### config.mk
export PLATFORM = sky130hd
export DESIGN_NAME = tile_record_stream_parser_top
export DESIGN_NICKNAME = d
export VERILOG_FILES = /design/src/hw/rtl/trsp_pkg.sv /design/src/hw/rtl/trsp_cfg.sv /design/src/hw/rtl/trsp_step.sv /design/src/hw/rtl/trsp_out_stage.sv /design/src/hw/rtl/tile_record_stream_parser_top.sv
export VERILOG_INCLUDE_DIRS = /design/src /design/src/hw/rtl
export SDC_FILE = /design/constraint.sdc
export NUM_CORES = 1
export LEC_CHECK = 0
export ABC_AREA = 1
export BUFFER_PORTS_ARGS = -buffer_cell sky130_fd_sc_hd__buf_4
export CAP_MARGIN = 0
export CORE_UTILIZATION = 62
export CTS_CLUSTER_DIAMETER = 80
export DETAILED_ROUTE_END_ITERATION = 12
export PLACE_DENSITY_LB_ADDON = 0.05
export SKIP_CTS_REPAIR_TIMING = 1
export SYNTH_ARGS = -nofsm -noshare
export SYNTH_HDL_FRONTEND = slang
export SYNTH_SLANG_ARGS = --single-unit
### constraint.sdc
create_clock -name clk_i -period 7.1 [get_ports clk_i]
set_input_delay 0.71 -clock clk_i [delete_from_list [all_inputs] [get_ports clk_i]]
set_output_delay 0.71 -clock clk_i [all_outputs]
set_load 0.05 [all_outputs]
### src/hw/rtl/tile_record_stream_parser_top_defines.svh
// Assertion macros for the tile record stream parser.
// Expects clk_i and rst_ni in the scope of use; no other dependencies.
`ifndef TILE_RECORD_STREAM_PARSER_TOP_DEFINES_SVH
`define TILE_RECORD_STREAM_PARSER_TOP_DEFINES_SVH

// Same-cycle implication, sampled on clk_i, off during reset.
`define TRSP_ASSERT_SAME(lbl, ante, cons) \
  lbl: assert property (@(posedge clk_i) disable iff (!rst_ni) (ante) |-> (cons)) \
    else $error("trsp assertion failed");

// Next-cycle implication, sampled on clk_i, off during reset.
`define TRSP_ASSERT_NEXT(lbl, ante, cons) \
  lbl: assert property (@(posedge clk_i) disable iff (!rst_ni) (ante) |=> (cons)) \
    else $error("trsp assertion failed");

`endif

### src/hw/rtl/trsp_pkg.sv
// Types, codes and constants of the tile record stream parser.
// Used by every module of the block; no dependencies.
package trsp_pkg;

  localparam int unsigned SizeBitsDef  = 24;
  localparam int unsigned IndexBitsDef = 16;

  localparam logic [16:0] TileBytesReset = 17'd16384;

  localparam logic [7:0] ChComma = 8'h2C;
  localparam logic [7:0] ChNl    = 8'h0A;
  localparam logic [7:0] ChMinus = 8'h2D;
  localparam logic [7:0] ChZero  = 8'h30;
  localparam logic [7:0] ChNine  = 8'h39;
  localparam logic [7:0] ChL     = 8'h4C;
  localparam logic [7:0] ChZ     = 8'h5A;
  localparam logic [7:0] ChF     = 8'h46;

  localparam logic [7:0] FlagRaw = 8'h00;
  localparam logic [7:0] FlagLzf = 8'h01;

  typedef enum logic {
    REG_TARGET_TILE = 1'b0,
    REG_TILE_BYTES  = 1'b1
  } reg_idx_e;

  typedef enum logic [2:0] {
    ST_OK       = 3'd0,
    ST_PARSE    = 3'd1,
    ST_FLAG     = 3'd2,
    ST_NOTFOUND = 3'd3,
    ST_TRUNC    = 3'd4
  } status_e;

  typedef enum logic [2:0] {
    PH_X    = 3'd0,
    PH_Y    = 3'd1,
    PH_TAG  = 3'd2,
    PH_SIZE = 3'd3,
    PH_SKIP = 3'd4,
    PH_FLAG = 3'd5,
    PH_DATA = 3'd6
  } phase_e;

  typedef enum logic [1:0] {
    NUM_CONT = 2'd0,
    NUM_ERR  = 2'd1,
    NUM_END  = 2'd2
  } num_res_e;

  typedef struct packed {
    logic [15:0] target_tile;
    logic [16:0] tile_bytes;
  } cfg_t;

  typedef struct packed {
    logic               has_byte;
    logic [7:0]         payload_byte;
    logic signed [31:0] pos_x;
    logic signed [31:0] pos_y;
    logic               compressed;
    status_e            status;
    logic               last;
  } result_t;

  function automatic logic [7:0] tag_char(input logic [1:0] pos);
    logic [7:0] c;
    case (pos)
      2'd0:    c = ChL;
      2'd1:    c = ChZ;
      2'd2:    c = ChF;
      default: c = 8'h00;
    endcase
    return c;
  endfunction

  function automatic logic is_sep(input logic [7:0] b);
    return (b == ChComma) || (b == ChNl);
  endfunction

endpackage

### src/hw/rtl/trsp_cfg.sv
// Configuration registers of the tile record stream parser on an APB-style port.
// Depends on trsp_pkg.
module trsp_cfg (
  input  logic               clk_i,
  input  logic               rst_ni,
  input  logic               psel,
  input  logic               penable,
  input  logic               pwrite,
  input  logic [2:0]         paddr,
  input  logic [31:0]        pwdata,
  output logic [31:0]        prdata,
  output logic               pready,
  output trsp_pkg::cfg_t     cfg_o
);
  import trsp_pkg::*;

  logic [15:0] target_tile_q;
  logic [16:0] tile_bytes_q;
  logic        wr_en;
  reg_idx_e    reg_idx;

  assign pready  = 1'b1;
  assign wr_en   = psel && penable && pwrite;
  assign reg_idx = reg_idx_e'(paddr[2]);

  always_ff @(posedge clk_i or negedge rst_ni) begin
    if (!rst_ni) begin
      target_tile_q <= 16'd0;
      tile_bytes_q  <= TileBytesReset;
    end else if (wr_en) begin
      case (reg_idx)
        REG_TARGET_TILE: target_tile_q <= pwdata[15:0];
        REG_TILE_BYTES:  tile_bytes_q  <= pwdata[16:0];
        default: ;
      endcase
    end
  end

  always_comb begin
    case (reg_idx)
      REG_TARGET_TILE: prdata = {16'd0, target_tile_q};
      REG_TILE_BYTES:  prdata = {15'd0, tile_bytes_q};
      default:         prdata = 32'd0;
    endcase
  end

  assign cfg_o.target_tile = target_tile_q;
  assign cfg_o.tile_bytes  = tile_bytes_q;

endmodule

### src/hw/rtl/trsp_step.sv
// Parse state and per-byte step logic of the tile record stream parser.
// Depends on trsp_pkg.
module trsp_step #(
  parameter int unsigned SIZE_BITS  = trsp_pkg::SizeBitsDef,
  parameter int unsigned INDEX_BITS = trsp_pkg::IndexBitsDef
) (
  input  logic              clk_i,
  input  logic              rst_ni,
  input  trsp_pkg::cfg_t    cfg_i,
  input  logic              step_i,
  input  logic [7:0]        data_byte_i,
  input  logic              first_byte_i,
  input  logic              final_byte_i,
  output logic              res_valid_o,
  output trsp_pkg::result_t res_o
);
  import trsp_pkg::*;

  localparam int unsigned LeftW = (SIZE_BITS > 17) ? SIZE_BITS : 17;
  localparam logic [35:0] SizeLimit = (36'd1 << SIZE_BITS) - 36'd1;

  phase_e                phase_q, c_phase, n_phase;
  logic [31:0]           acc_q, c_acc, n_acc;
  logic                  neg_q, c_neg, n_neg;
  logic                  dd_q, c_dd, n_dd;
  logic                  ff_q, c_ff, n_ff;
  logic [1:0]            tag_q, c_tag, n_tag;
  logic [31:0]           x_q, c_x, n_x;
  logic [31:0]           y_q, c_y, n_y;
  logic [INDEX_BITS-1:0] cnt_q, c_cnt, n_cnt;
  logic [LeftW-1:0]      left_q, c_left, n_left;
  logic                  fin_q, c_fin, n_fin;
  logic                  cmp_q, c_cmp, n_cmp;

  logic        is_digit;
  logic [3:0]  dval;
  logic [35:0] acc_ext, acc_x10;
  logic [35:0] num_limit;
  num_res_e    num_res;
  logic [31:0] num_acc;
  logic        num_neg, num_dd, num_ff;
  logic [31:0] signed_val;

  status_e err, fin_st;
  logic    have, done_ok, produce, tgt;

  always_comb begin
    if (first_byte_i) begin
      c_phase = PH_X;   c_acc = 32'd0; c_neg = 1'b0; c_dd = 1'b0; c_ff = 1'b1;
      c_tag   = 2'd0;   c_x   = 32'd0; c_y   = 32'd0;
      c_cnt   = '0;     c_left = '0;   c_fin = 1'b0; c_cmp = 1'b0;
    end else begin
      c_phase = phase_q; c_acc = acc_q; c_neg = neg_q; c_dd = dd_q; c_ff = ff_q;
      c_tag   = tag_q;   c_x   = x_q;   c_y   = y_q;
      c_cnt   = cnt_q;   c_left = left_q; c_fin = fin_q; c_cmp = cmp_q;
    end
  end

  assign is_digit = (data_byte_i >= ChZero) && (data_byte_i <= ChNine);
  assign dval     = 4'(data_byte_i - ChZero);
  assign acc_ext  = {4'd0, c_acc};
  assign acc_x10  = (acc_ext << 3) + (acc_ext << 1) + {32'd0, dval};
  assign num_limit = (c_phase == PH_SIZE) ? SizeLimit
                   : (c_neg ? 36'h080000000 : 36'h07FFFFFFF);
  assign signed_val = c_neg ? (32'd0 - c_acc) : c_acc;

  always_comb begin
    num_res = NUM_CONT;
    num_acc = c_acc;
    num_neg = c_neg;
    num_dd  = c_dd;
    num_ff  = c_ff;
    if (c_ff) begin
      if (is_digit) begin
        num_acc = {28'd0, dval};
        num_ff  = 1'b0;
      end else if (data_byte_i == ChMinus && c_phase != PH_SIZE && !c_neg) begin
        num_neg = 1'b1;
      end else begin
        num_res = NUM_ERR;
      end
    end else if (is_sep(data_byte_i)) begin
      num_res = NUM_END;
    end else if (!c_dd) begin
      if (is_digit) begin
        if (acc_x10 > num_limit) num_res = NUM_ERR;
        else                     num_acc = acc_x10[31:0];
      end else begin
        num_dd = 1'b1;
      end
    end
  end

  always_comb begin
    n_phase = c_phase; n_acc = c_acc; n_neg = c_neg; n_dd = c_dd; n_ff = c_ff;
    n_tag   = c_tag;   n_x   = c_x;   n_y   = c_y;
    n_cnt   = c_cnt;   n_left = c_left; n_fin = c_fin; n_cmp = c_cmp;
    err     = ST_OK;
    have    = 1'b0;
    done_ok = 1'b0;
    if (!c_fin) begin
      case (c_phase)
        PH_X, PH_Y: begin
          n_acc = num_acc; n_neg = num_neg; n_dd = num_dd; n_ff = num_ff;
          if (num_res == NUM_ERR) begin
            err = ST_PARSE;
          end else if (num_res == NUM_END) begin
            if (c_phase == PH_X) begin
              n_x     = signed_val;
              n_phase = PH_Y;
            end else begin
              n_y     = signed_val;
              n_phase = PH_TAG;
            end
            n_acc = 32'd0; n_neg = 1'b0; n_dd = 1'b0; n_ff = 1'b1; n_tag = 2'd0;
          end
        end
        PH_TAG: begin
          if (c_ff) begin
            n_ff = 1'b0;
            if (data_byte_i != ChL) err = ST_PARSE;
            else                    n_tag = 2'd1;
          end else if (is_sep(data_byte_i)) begin
            if (c_tag == 2'd3) begin
              n_phase = PH_SIZE;
              n_acc = 32'd0; n_neg = 1'b0; n_dd = 1'b0; n_ff = 1'b1; n_tag = 2'd0;
            end else begin
              err = ST_PARSE;
            end
          end else if (c_tag == 2'd3 || data_byte_i != tag_char(c_tag)) begin
            err = ST_PARSE;
          end else begin
            n_tag = c_tag + 2'd1;
          end
        end
        PH_SIZE: begin
          n_acc = num_acc; n_neg = num_neg; n_dd = num_dd; n_ff = num_ff;
          if (num_res == NUM_ERR) begin
            err = ST_PARSE;
          end else if (num_res == NUM_END) begin
            if (c_acc == 32'd0) begin
              err = ST_PARSE;
            end else begin
              n_left = c_acc[LeftW-1:0];
              if (c_cnt == INDEX_BITS'(cfg_i.target_tile)) begin
                n_phase = PH_FLAG;
              end else begin
                n_phase = PH_SKIP;
                n_cnt   = c_cnt + INDEX_BITS'(1);
              end
            end
          end
        end
        PH_SKIP: begin
          n_left = c_left - LeftW'(1);
          if (n_left == '0) begin
            n_phase = PH_X;
            n_acc = 32'd0; n_neg = 1'b0; n_dd = 1'b0; n_ff = 1'b1; n_tag = 2'd0;
          end
        end
        PH_FLAG: begin
          if (data_byte_i == FlagRaw || data_byte_i == FlagLzf) begin
            if (data_byte_i == FlagRaw) begin
              n_cmp  = 1'b0;
              n_left = LeftW'(cfg_i.tile_bytes);
            end else begin
              n_cmp  = 1'b1;
              n_left = c_left - LeftW'(1);
            end
            n_phase = PH_DATA;
            done_ok = (n_left == '0);
          end else begin
            err = ST_FLAG;
          end
        end
        PH_DATA: begin
          have    = 1'b1;
          n_left  = c_left - LeftW'(1);
          done_ok = (n_left == '0);
        end
        default: err = ST_PARSE;
      endcase
    end

    if (n_phase >= PH_FLAG)
      fin_st = ST_TRUNC;
    else if (n_phase == PH_SKIP || (n_phase == PH_X && n_ff && !n_neg))
      fin_st = ST_NOTFOUND;
    else
      fin_st = ST_PARSE;

    tgt     = (n_phase >= PH_FLAG);
    produce = !c_fin && (err != ST_OK || done_ok || final_byte_i || have);
    if (produce && (err != ST_OK || done_ok || final_byte_i)) n_fin = 1'b1;

    res_o.has_byte     = have && err == ST_OK;
    res_o.payload_byte = (have && err == ST_OK) ? data_byte_i : 8'd0;
    res_o.pos_x        = tgt ? n_x : 32'd0;
    res_o.pos_y        = tgt ? n_y : 32'd0;
    res_o.compressed   = tgt && n_cmp;
    if (err != ST_OK)   res_o.status = err;
    else if (done_ok)   res_o.status = ST_OK;
    else if (final_byte_i) res_o.status = fin_st;
    else                res_o.status = ST_OK;
    res_o.last         = err != ST_OK || done_ok || final_byte_i;
  end

  assign res_valid_o = step_i && produce;

  always_ff @(posedge clk_i or negedge rst_ni) begin
    if (!rst_ni) begin
      phase_q <= PH_X;  acc_q <= 32'd0; neg_q <= 1'b0; dd_q <= 1'b0; ff_q <= 1'b1;
      tag_q   <= 2'd0;  x_q   <= 32'd0; y_q   <= 32'd0;
      cnt_q   <= '0;    left_q <= '0;   fin_q <= 1'b0; cmp_q <= 1'b0;
    end else if (step_i) begin
      phase_q <= n_phase; acc_q <= n_acc; neg_q <= n_neg; dd_q <= n_dd; ff_q <= n_ff;
      tag_q   <= n_tag;   x_q   <= n_x;   y_q   <= n_y;
      cnt_q   <= n_cnt;   left_q <= n_left; fin_q <= n_fin; cmp_q <= n_cmp;
    end
  end

endmodule

### src/hw/rtl/trsp_out_stage.sv
// Result register of the tile record stream parser; holds a result under stall.
// Depends on trsp_pkg.
module trsp_out_stage (
  input  logic              clk_i,
  input  logic              rst_ni,
  input  logic              load_i,
  input  trsp_pkg::result_t res_i,
  output logic              free_o,
  output logic              out_valid_o,
  input  logic              out_stall_i,
  output trsp_pkg::result_t res_o
);
  import trsp_pkg::*;

  logic    valid_q, valid_d;
  result_t res_q;

  assign free_o  = !valid_q || !out_stall_i;
  assign valid_d = load_i ? 1'b1 : (valid_q && out_stall_i);

  always_ff @(posedge clk_i or negedge rst_ni) begin
    if (!rst_ni) begin
      valid_q <= 1'b0;
    end else begin
      valid_q <= valid_d;
    end
  end

  always_ff @(posedge clk_i) begin
    if (load_i) begin
      res_q <= res_i;
    end
  end

  assign out_valid_o = valid_q;
  assign res_o       = res_q;

endmodule

### src/hw/rtl/tile_record_stream_parser_top.sv
// Path: an input byte passes the input register, then the result register, before any result it yields is transferred.
// Throughput: one byte per cycle while in_stall_o is low; the parse step is one pass of logic per byte.
// Reset: rst_ni clears the pipeline valids and parse state and resets the configuration registers to their defaults.
// Top level of the tile record stream parser.
// Depends on trsp_pkg, trsp_cfg, trsp_step, trsp_out_stage and the defines header.
`include "tile_record_stream_parser_top_defines.svh"

module tile_record_stream_parser_top #(
  parameter int unsigned SIZE_BITS  = trsp_pkg::SizeBitsDef,
  parameter int unsigned INDEX_BITS = trsp_pkg::IndexBitsDef
) (
  input  logic               clk_i,
  input  logic               rst_ni,
  input  logic               psel,
  input  logic               penable,
  input  logic               pwrite,
  input  logic [2:0]         paddr,
  input  logic [31:0]        pwdata,
  output logic [31:0]        prdata,
  output logic               pready,
  input  logic               in_valid_i,
  output logic               in_stall_o,
  input  logic [7:0]         data_byte_i,
  input  logic               first_byte_i,
  input  logic               final_byte_i,
  output logic               out_valid_o,
  input  logic               out_stall_i,
  output logic               has_byte_o,
  output logic [7:0]         payload_byte_o,
  output logic signed [31:0] pos_x_o,
  output logic signed [31:0] pos_y_o,
  output logic               compressed_o,
  output logic [2:0]         status_o,
  output logic               last_o
);
  import trsp_pkg::*;

  cfg_t    cfg;
  result_t step_res, out_res;
  logic    step_valid;
  logic    out_free;
  logic    advance;

  logic       in_valid_q;
  logic [7:0] data_byte_q;
  logic       first_byte_q;
  logic       final_byte_q;

  trsp_cfg u_cfg (
    .clk_i   (clk_i),
    .rst_ni  (rst_ni),
    .psel    (psel),
    .penable (penable),
    .pwrite  (pwrite),
    .paddr   (paddr),
    .pwdata  (pwdata),
    .prdata  (prdata),
    .pready  (pready),
    .cfg_o   (cfg)
  );

  assign advance    = in_valid_q && out_free;
  assign in_stall_o = in_valid_q && !out_free;

  always_ff @(posedge clk_i or negedge rst_ni) begin
    if (!rst_ni) begin
      in_valid_q <= 1'b0;
    end else if (!in_stall_o) begin
      in_valid_q <= in_valid_i;
    end
  end

  always_ff @(posedge clk_i) begin
    if (in_valid_i && !in_stall_o) begin
      data_byte_q  <= data_byte_i;
      first_byte_q <= first_byte_i;
      final_byte_q <= final_byte_i;
    end
  end

  trsp_step #(
    .SIZE_BITS  (SIZE_BITS),
    .INDEX_BITS (INDEX_BITS)
  ) u_step (
    .clk_i        (clk_i),
    .rst_ni       (rst_ni),
    .cfg_i        (cfg),
    .step_i       (advance),
    .data_byte_i  (data_byte_q),
    .first_byte_i (first_byte_q),
    .final_byte_i (final_byte_q),
    .res_valid_o  (step_valid),
    .res_o        (step_res)
  );

  trsp_out_stage u_out (
    .clk_i       (clk_i),
    .rst_ni      (rst_ni),
    .load_i      (step_valid),
    .res_i       (step_res),
    .free_o      (out_free),
    .out_valid_o (out_valid_o),
    .out_stall_i (out_stall_i),
    .res_o       (out_res)
  );

  assign has_byte_o     = out_res.has_byte;
  assign payload_byte_o = out_res.payload_byte;
  assign pos_x_o        = out_res.pos_x;
  assign pos_y_o        = out_res.pos_y;
  assign compressed_o   = out_res.compressed;
  assign status_o       = out_res.status;
  assign last_o         = out_res.last;

  `TRSP_ASSERT_SAME(a_err_is_last, out_valid_o && status_o != ST_OK, last_o)
  `TRSP_ASSERT_SAME(a_mid_has_byte, out_valid_o && !last_o, has_byte_o)
  `TRSP_ASSERT_SAME(a_no_byte_zero, out_valid_o && !has_byte_o, payload_byte_o == 8'd0)
  `TRSP_ASSERT_NEXT(a_stall_holds_item, in_stall_o, in_valid_q)

endmodule
==> impl_metrics.ini <==
[die]
die_area_um2 = 34500
initial_core_util_pct = 63.6
die_w_um = 186
coreArea_um2 = 32900
die_y_um = 186
rows = 66
io_pins = 165

[sta]
timing.final.crit_period_ps = 6660
tightest_slew_ps = 1110
fmax_mhz = 150
slew_headroom_pct = 26.0
finalHoldViolations = 0
finClkSkew_ps = 19.7
finalMaxSlewViolations = 0
setup_viol = 0
hold_slack_ps = 99.3
rsz0062_at_grt = no
fin_tns_setup_ps = 0
fin_crit_sh_pct = 93.7

[clock_tree]
cts_tree = built
clockBufferDepth = 3
cts_made_buffers = 30
h-tree-depth = 1
clk_pin_slew_ps = 70
clock_latency_ps = 590
cts_root_buf = clkbuf_16
cts.sinks = 269

[yosys]
synth.avg_cell_area_um2 = 6.83
synth_seq_cells = 269
synth_edf_count = 88
yosysSeqAreaShare_pct = 34.3
synth_async_sr_flop_share_pct = 67.3
syn-cell-area_um2 = 20900
syn_inst = 3061
synthFlopType = dfrtp_1
synth_warnings = 0
yosysUniqueCellTypes = 64

[final_layout]
layout_commonest_cell = nand2_1
final_layout_size_suffix_gt1_share_pct = 9.84
layout_common_cells = nand2_1 (912), inv_1 (319), nor2_1 (315), o21ai_0 (315), a21oi_1 (184)
final_nets = 3284
finalNonFillerCells = 3595
area_delta_synth_final_pct = 10.6

[setup_path]
critPathCaptureType = flip-flop
reg2reg_to = u_out.res_o[31]$_SDFFCE_PN0P_
path_buf_inv = 5
r2r_cells = 31
critPathLaunch = first_byte_q$_DFFE_PP_
cpMostUsedCell = nand2_1
worstSetupPathType = reg2reg
reg2reg_slack_ps = 440
r2r_start = first_byte_q$_DFFE_PP_
worst_path_max_delay_cell = edfxtp_1
start_kind = flip-flop
cpPeakStageDelay_ps = 560
critPathMaxFanout = 69
crit_family = simple AND/OR/NAND/NOR gates
worstPathRequired_ps = 7390
crit_arrival_ps = 6950

[drt]
detail_route.wl_per_cell_um = 18.9
first_iter_violations = 2433
drc = 0
wirelength_um = 68000
vias = 21900
viasPerCell = 6.08
ant_nets = 0
drt-pass1-iter-count = 9

[placed_design]
hpwl_um = 47500
port-buffer-count = 131
place.gp.congestion = 1.02
dp.cells = 3538

[global_routing]
grt.total_usage_pct = 39.5
grt_pass1_vias = 20600
gr-total-overflow = 0
grt_max_degree = 112
grt_first_pass_wirelength_um = 106000
antenna_found_initial = 2

[power_and_ir_drop]
power.leakage_nw = 11.0
finalPower_mw = 7.11
irDropWorstVdd_v = 0.000233
p_per_area_nw_per_um2 = 307

[hold_path]
holdCritPathClass = in2async

[flow_run]
cap_violations = 0

[run_status]
status = completed
## Yosys cell counts, types with 22 or more instances
cell type,number,area share (%)
nand2_1,912,16
nand3_1,105,2.5
a21oi_1,184,4.4
o21ai_0,315,7.5
dfrtp_1,179,21
nand4_1,35,1.0
a211oi_1,23,0.83
ha_1,103,6.2
nor2_1,319,5.7
buf_4,23,0.83
xor2_1,49,2.1
xnor2_1,24,1.0
edfxtp_1,88,13
inv_1,321,5.8
clkbuf_1,92,1.7
nor3_1,22,0.53
## stage by stage
stage / area [um2] / worst slack [ps] / utilization (%)
global route: 23100 / 158 / 70.4
CTS: 23100 / 695 / 70.4
global placement: 22100 / 817 / 67.2
detailed placement: 22100 / 715 / 67.2
finish: 23100 / 444 / 70.4
floorplan: 21000 / 1230 / -
## worst reg2reg max path, delay by kind of cell (launching register included)
family          cells  cell delay, ps
fa+ha+maj           3            1100
buf+inv             5            1500
flops               1             560
simple gates       19            2270
xor+xnor            1             210
compound gates      3             650
## kinds of logic (layout without fill, tap and decap cells)
group	Yosys count	in the layout	synth area share, %
and+or+nand+nor	1474	1474	29.3
AOI/OAI and AO/OA	649	649	17.3
buffers and inverters	489	566	9.72
DFF	269	269	34.3
adders and majority gates	104	104	6.26
xor gates and xnor gates	73	73	3.06
other	2	17	0.0359
muxes	1	1	0.0538
## registers in the layout, summed over array words and instances (netlist names), 2 cells and up
signal and count:
u_out.res_o 78, u_step.acc_q 32, u_step.x_q 32, u_step.y_q 32, u_step.left_q 24, u_cfg.tile_bytes_q 17
u_cfg.target_tile_q 16, u_step.cnt_q 16, data_byte_q 8, u_step.phase_q 3, u_step.tag_q 2
## worst max path at each step
| stage | end | slack (ps) | depth (start not counted) |
|---|---|---|---|
| finish | u_out.res_o[31]$_SDFFCE_PN0P_ | 440 | 31 |
| global route | u_out.res_o[64]$_SDFFCE_PN0P_ | 160 | 30 |
| CTS | u_out.res_o[29]$_SDFFCE_PN0P_ | 700 | 33 |
| detailed placement | u_out.res_o[31]$_SDFFCE_PN0P_ | 720 | 31 |
| global placement | u_out.res_o[62]$_SDFFCE_PN0P_ | 820 | 32 |
| floorplan | u_out.res_o[0]$_DFFE_PP_ | 1230 | 27 |
## power by group
group | total [mW] | internal [mW] | switching [mW]
registers | 2.11 | 1.89 | 0.220
logic | 3.34 | 0.954 | 2.39
clock network | 1.66 | 0.948 | 0.708
## routing by layer
| layer | wire [um] | vias to the layer above | share of wire [%] | GRT usage (%) |
|---|---|---|---|---|
| li1 | - | 10200 | - | - |
| met1 | 25600 | 10100 | 38 | 48.8 |
| met2 | 31400 | 1304 | 46 | 63.9 |
| met3 | 6310 | 287 | 9.3 | 5.83 |
| met4 | 4670 | 0 | 6.9 | 27.1 |
| met5 | 0 | - | 0 | 0 |
## area by class of cell
cell class / count / area, um2
sequential: 269 / 7170
timing repair buffer: 170 / 1310
multi-input combinational: 2317 / 11800
clock buffer: 34 / 786
inverter: 340 / 1280
clock inverter: 22 / 249
tap: 442 / 553
antenna: 1 / 2.50
fill: 2829 / 9730
Power figures use the tool's default switching activity.
